`config.mk`:
```
export PLATFORM = sky130hd
export DESIGN_NAME = pcu_mul
export DESIGN_NICKNAME = d
export VERILOG_FILES = /design/src/hdl/pcu_pkg.sv /design/src/hdl/pcu_mul.sv
export SDC_FILE = /design/constraint.sdc
export NUM_CORES = 2
export LEC_CHECK = 0
export BUFFER_PORTS_ARGS = -buffer_cell sky130_fd_sc_hd__buf_4
export CAP_MARGIN = 20
export CELL_PAD_IN_SITES_DETAIL_PLACEMENT = 1
export CELL_PAD_IN_SITES_GLOBAL_PLACEMENT = 1
export CORE_MARGIN = 3
export CORE_UTILIZATION = 45
export DETAILED_ROUTE_END_ITERATION = 7
export GPL_TIMING_DRIVEN = 1
export HOLD_SLACK_MARGIN = 0.1
export PLACE_DENSITY = 0.88
export SLEW_MARGIN = 20
export SYNTH_ARGS = -nofsm -noshare
export SYNTH_HDL_FRONTEND = slang
export SYNTH_SLANG_ARGS = --single-unit
```
`constraint.sdc`:
```
create_clock -name clk -period 13.3 [get_ports clk]
set_clock_uncertainty 0.15 [all_clocks]
set_input_delay 1.995 -clock clk [delete_from_list [all_inputs] [get_ports clk]]
set_output_delay 1.995 -clock clk [all_outputs]
set_load 0.03 [all_outputs]
```
`src/hdl/pcu_pkg.sv`:
```
// Shared package of the Pearson correlation unit: widths, status codes,
// sequencer state types and the request/response bundles of the multiplier.
// Depends on nothing.
`default_nettype none

package pcu_pkg;

    // Largest number of pairs accumulated in one set.
    localparam logic [16:0] MAX_PAIRS = 17'h10000;

    // Result status codes.
    localparam logic [1:0] STAT_OK       = 2'd0;
    localparam logic [1:0] STAT_ZERO_DEN = 2'd1;
    localparam logic [1:0] STAT_OVERFLOW = 2'd2;

    // Multiplier operand and product widths (32-bit limbs).
    localparam int A_W    = 128;
    localparam int B_W    = 64;
    localparam int PROD_W = 192;

    typedef enum logic [2:0] {
        S_IDLE,
        S_ISSUE,
        S_WAIT,
        S_SRCH,
        S_EMIT
    } state_t;

    // Which product the sequencer is forming.
    typedef enum logic [3:0] {
        OP_XX,
        OP_YY,
        OP_XY,
        OP_SXX,
        OP_NXX,
        OP_SYY,
        OP_NYY,
        OP_SXY,
        OP_NXY,
        OP_MAG2,
        OP_DPROD,
        OP_KK,
        OP_KD
    } step_t;

    typedef struct packed {
        logic             start;
        logic [A_W-1:0]   a;
        logic [B_W-1:0]   b;
        logic [1:0]       a_limbs_m1;
        logic             b_limbs_m1;
    } mul_req_t;

    typedef struct packed {
        logic              done;
        logic [PROD_W-1:0] prod;
    } mul_rsp_t;

endpackage

`default_nettype wire

```
`src/hdl/pcu_mul.sv`:
```
// Shared multi-limb unsigned multiplier: one 32x32 product per cycle,
// registered, then added into a wide accumulator at its limb offset.
// Depends on pcu_pkg.
`default_nettype none

module pcu_mul
(
    input  wire logic              clk,
    input  wire logic              rst_n,
    input  wire pcu_pkg::mul_req_t req,
    output pcu_pkg::mul_rsp_t      rsp
);

    logic                        busy_reg, busy_next;
    logic [1:0]                  i_reg, i_next;
    logic                        j_reg, j_next;
    logic [63:0]                 pp_reg, pp_next;
    logic [2:0]                  sh_reg, sh_next;
    logic                        pp_vld_reg, pp_vld_next;
    logic                        pp_last_reg, pp_last_next;
    logic [pcu_pkg::PROD_W-1:0]  acc_reg, acc_next;
    logic                        done_reg, done_next;
    logic [31:0]                 a_limb;
    logic [31:0]                 b_limb;
    logic                        last_pair;

    // Limb selection for the current partial product.
    assign a_limb    = req.a[{i_reg, 5'b0} +: 32];
    assign b_limb    = req.b[{j_reg, 5'b0} +: 32];
    assign last_pair = (i_reg == req.a_limbs_m1) && (j_reg == req.b_limbs_m1);

    // Limb walk, partial product stage and accumulation.
    always_comb
    begin
        busy_next    = busy_reg;
        i_next       = i_reg;
        j_next       = j_reg;
        pp_next      = pp_reg;
        sh_next      = sh_reg;
        pp_vld_next  = 1'b0;
        pp_last_next = 1'b0;
        acc_next     = acc_reg;
        done_next    = pp_vld_reg && pp_last_reg;

        if (pp_vld_reg)
        begin
            acc_next = acc_reg + (pcu_pkg::PROD_W'(pp_reg) << {sh_reg, 5'b0});
        end

        if (req.start)
        begin
            busy_next = 1'b1;
            i_next    = 2'd0;
            j_next    = 1'b0;
            acc_next  = '0;
        end
        else if (busy_reg)
        begin
            pp_next      = {32'b0, a_limb} * {32'b0, b_limb};
            sh_next      = 3'(i_reg) + 3'(j_reg);
            pp_vld_next  = 1'b1;
            pp_last_next = last_pair;
            if (last_pair)
            begin
                busy_next = 1'b0;
            end
            if (j_reg == req.b_limbs_m1)
            begin
                j_next = 1'b0;
                i_next = i_reg + 2'd1;
            end
            else
            begin
                j_next = j_reg + 1'b1;
            end
        end
    end

    always_ff @(posedge clk or negedge rst_n)
    begin
        if (!rst_n)
        begin
            busy_reg    <= 1'b0;
            i_reg       <= 2'd0;
            j_reg       <= 1'b0;
            pp_vld_reg  <= 1'b0;
            pp_last_reg <= 1'b0;
            done_reg    <= 1'b0;
        end
        else
        begin
            busy_reg    <= busy_next;
            i_reg       <= i_next;
            j_reg       <= j_next;
            pp_vld_reg  <= pp_vld_next;
            pp_last_reg <= pp_last_next;
            done_reg    <= done_next;
        end
    end

    always_ff @(posedge clk)
    begin
        pp_reg  <= pp_next;
        sh_reg  <= sh_next;
        acc_reg <= acc_next;
    end

    assign rsp.done = done_reg;
    assign rsp.prod = acc_reg;

endmodule

`default_nettype wire

```
==> metrics.md <==
| Metric | Value |
|---|---|
| Post-Route WL | 255 mm |
| Max Root-Sink Buffers | 3 |
| Post-cts sizing count | 0 |
| Post-route cell area | 0.0625 mm^2 |
| FF/Latch Area | 0.00605 mm^2 |
| Vias in the first global route | 59400 |
| Post-synth EDFFs | 67 |
| Gp weighted congestion | 1.02 |
| Largest net degree at the start of global routing | 70 |
| Sequential cell area fraction in the yosys report | 10.6% |
| Postcts setup bufs | 0 |
| CTS root buf | clkbuf_16 |
| Initial antenna violation count | 4 |
| Die area | 0.131 mm^2 |
| Area share of the largest cell type after synthesis | 31.6% |
| Nets | 8614 |
| Starting Density | 45.6% |
| Vias | 54400 |
| Io pins | 391 |
| Synth Cell Area | 0.0569 mm^2 |
| Outcome | finished clean |
| Largest register FFs | 192 |
| Vias per inst | 6.23 |
| Num rows | 129 |
| Residual DRC count | 0 |
| Netlist cell types | 95 |
| Slew Limit Headroom | 10.6% |
| Share of cells above drive strength 1 | 10.3% |
| Critical Path RT | 13.53 ns |
| Die W | 361 um |
| Unrepaired setup endpoints after global routing | no |
| Core area | 0.125 mm^2 |
| Arr. time, crit path | 11.40 ns |
| FMAX | 89.5 MHz |
| Final period util | 84.0% |
| Worst-Margin Slew | 1.30 ns |
| Ys flop type | dfxtp_1 |
| Grt total ovfl | 0 |
| Die Height | 361 um |
| Worst path bufs/invs | 9 |
| Yosys Warn Count | 0 |
| Final setup violation count | 0 |
| Area occupied by multi-input gates | 0.0461 mm^2 |
| Worst Setup Start Kind | input pin |
| 1st-iter DRT viols | 5218 |
| IO buf count | 390 |
| DR WL/cell | 29.2 um |
| Cts bufs inserted | 30 |
| Cts hold-fix bufs | 0 |
| Async set-or-reset flop fraction in the synthesized netlist | 2.63% |
| Clk pin slew, worst setup/hold paths | 0.07 ns |
| Synthesis-stage register bit count | 266 |
| Final worst setup slack | 2.13 ns |
| CP Capture Type | flop |
| Global Route Usage Sum | 38.3% |
| Most frequent cells in the layout | nor2_1, inv_1, fa_1, nand2_1, buf_4 |
| Clk_lat worst skew | 0.65 ns |
| Layout area overhead | 9.94% |
| CP top delay family | adder cells |
| Final Max Slew Viols | 0 |
| CTS tree | done |
| Commonest non-fill, non-tap cell in the layout | nor2_1 |
| Mapped Avg Cell Area | 8.22 um^2 |
| Post-Route Setup TNS | 0 ns |
| H-tree lvl count | 1 |
| Syn Inst Count | 6916 |
| First-pass GRT wire length | 376 mm |
| Hold crit path type | flop to flop |
| Critical Path Most Common Cell | fa_1 |
| Post-route ant nets | 0 |
| Worst-path maximum fanout | 10 |
| 1st-pass router iterations | 6 |
| Critical Path Max Stage Delay | 0.96 ns |
| Slowest CP cell | o21ai_1 |
| Setup CP Type | input pin to flop |
| Hold Vio Cnt, Final | 0 |
| MaxCap Viol Count | 0 |
| Largest cells by area after synthesis | fa_1, ha_1, nor2_1 |
| Filler cells | 15000 |
| Setup WS pre-CTS | 1.71 ns |
| Post-DP HPWL | 209 mm |
| Leading area contributor after synthesis | fa_1 |
| Syn Nets | 8468 |
| Clk sink count | 266 |
| Tmin final | 11.17 ns |
| DP Area | 0.0614 mm^2 |
==> path summary, 6_finish.rpt <==
kind                                   start            to  slack [ns]  depth (start not counted)
max in group asynchronous              rst_n    pp_vld_reg       11.74                          1
worst min register to register  acc_reg[159]  acc_reg[159]        0.34                          2
worst min-delay path            acc_reg[159]  acc_reg[159]        0.34                          2
min in group asynchronous              rst_n      i_reg[0]        1.04                          1
worst max-delay path                req[109]    pp_reg[63]        2.13                         33
worst max register to register      i_reg[0]    pp_reg[57]        2.15                         31
==> worst reg2reg max path: cells and delay by family, from the launching register on <==
kind	cells	cell delay (ns)
AO/OA/AOI/OAI	12	3.45
XOR/XNOR	1	0.10
adder cells (fa/ha/maj)	9	4.46
buffers and inverters	6	1.26
flip-flops	1	0.79
multiplexers	1	0.48
AND/OR/NAND/NOR	2	0.18
==> cell type report <==
type	instances	area share (%)
Timing Repair Buffer	510	6.17
Sequential cell	266	9.67
Tap cell	1637	3.28
Clock buffer	32	1.23
Clock inverter	24	0.398
Antenna cell	7	0.0280
Inverter	924	5.55
Multi-Input combinational cell	5330	73.7
==> per-layer routing <==
| metal | global-route usage [%] | up-vias | wire length (um) |
|---|---|---|---|
| met2 | 61.3 | 3436 | 114000 |
| li1 | - | 22700 | - |
| met4 | 27.8 | 4 | 22900 |
| met5 | 0 | - | 27 |
| met1 | 44.9 | 27200 | 91100 |
| met3 | 9.30 | 1073 | 26600 |
==> cell usage after synthesis, types with 82 or more instances <==
library cell / number
a21oi_1: 382
fa_1: 897
clkbuf_1: 345
nand4_1: 135
a21o_1: 134
mux2i_1: 209
o21ai_0: 246
inv_1: 923
dfxtp_1: 192
o21a_1: 82
nor2_1: 1032
ha_1: 457
xnor2_1: 151
nand2_1: 788
xor2_1: 100
==> kinds of logic after synthesis <==
logic type / count (synthesis) / synth area share [%]
AND/OR/NAND/NOR: 2238 / 16.6
adder cells (fa/ha/maj): 1354 / 41.6
buffers and inverters: 1320 / 8.78
AO/OA/AOI/OAI: 1215 / 13.6
multiplexers: 272 / 4.93
flip-flops: 266 / 10.6
XOR/XNOR: 251 / 3.87
==> per-stage QoR <==
| step | hold WS (ns) | util, % | std cells |
|---|---|---|---|
| 6_report | 0.336 | 50.2 | 8730 |
| 5_1_grt | 0.366 | 50.2 | 8723 |
| 4_1_cts | 0.342 | 50.1 | 8720 |
| 3_5_place_dp | 0.334 | 49.3 | 8664 |
| 3_3_place_gp | 0.316 | 49.3 | 8664 |
| 2_1_floorplan | 0.284 | - | 6916 |
Power is left out: the tool's default activity adds up to more than one toggle a clock period on the data nets, which glitch-free logic cannot reach.
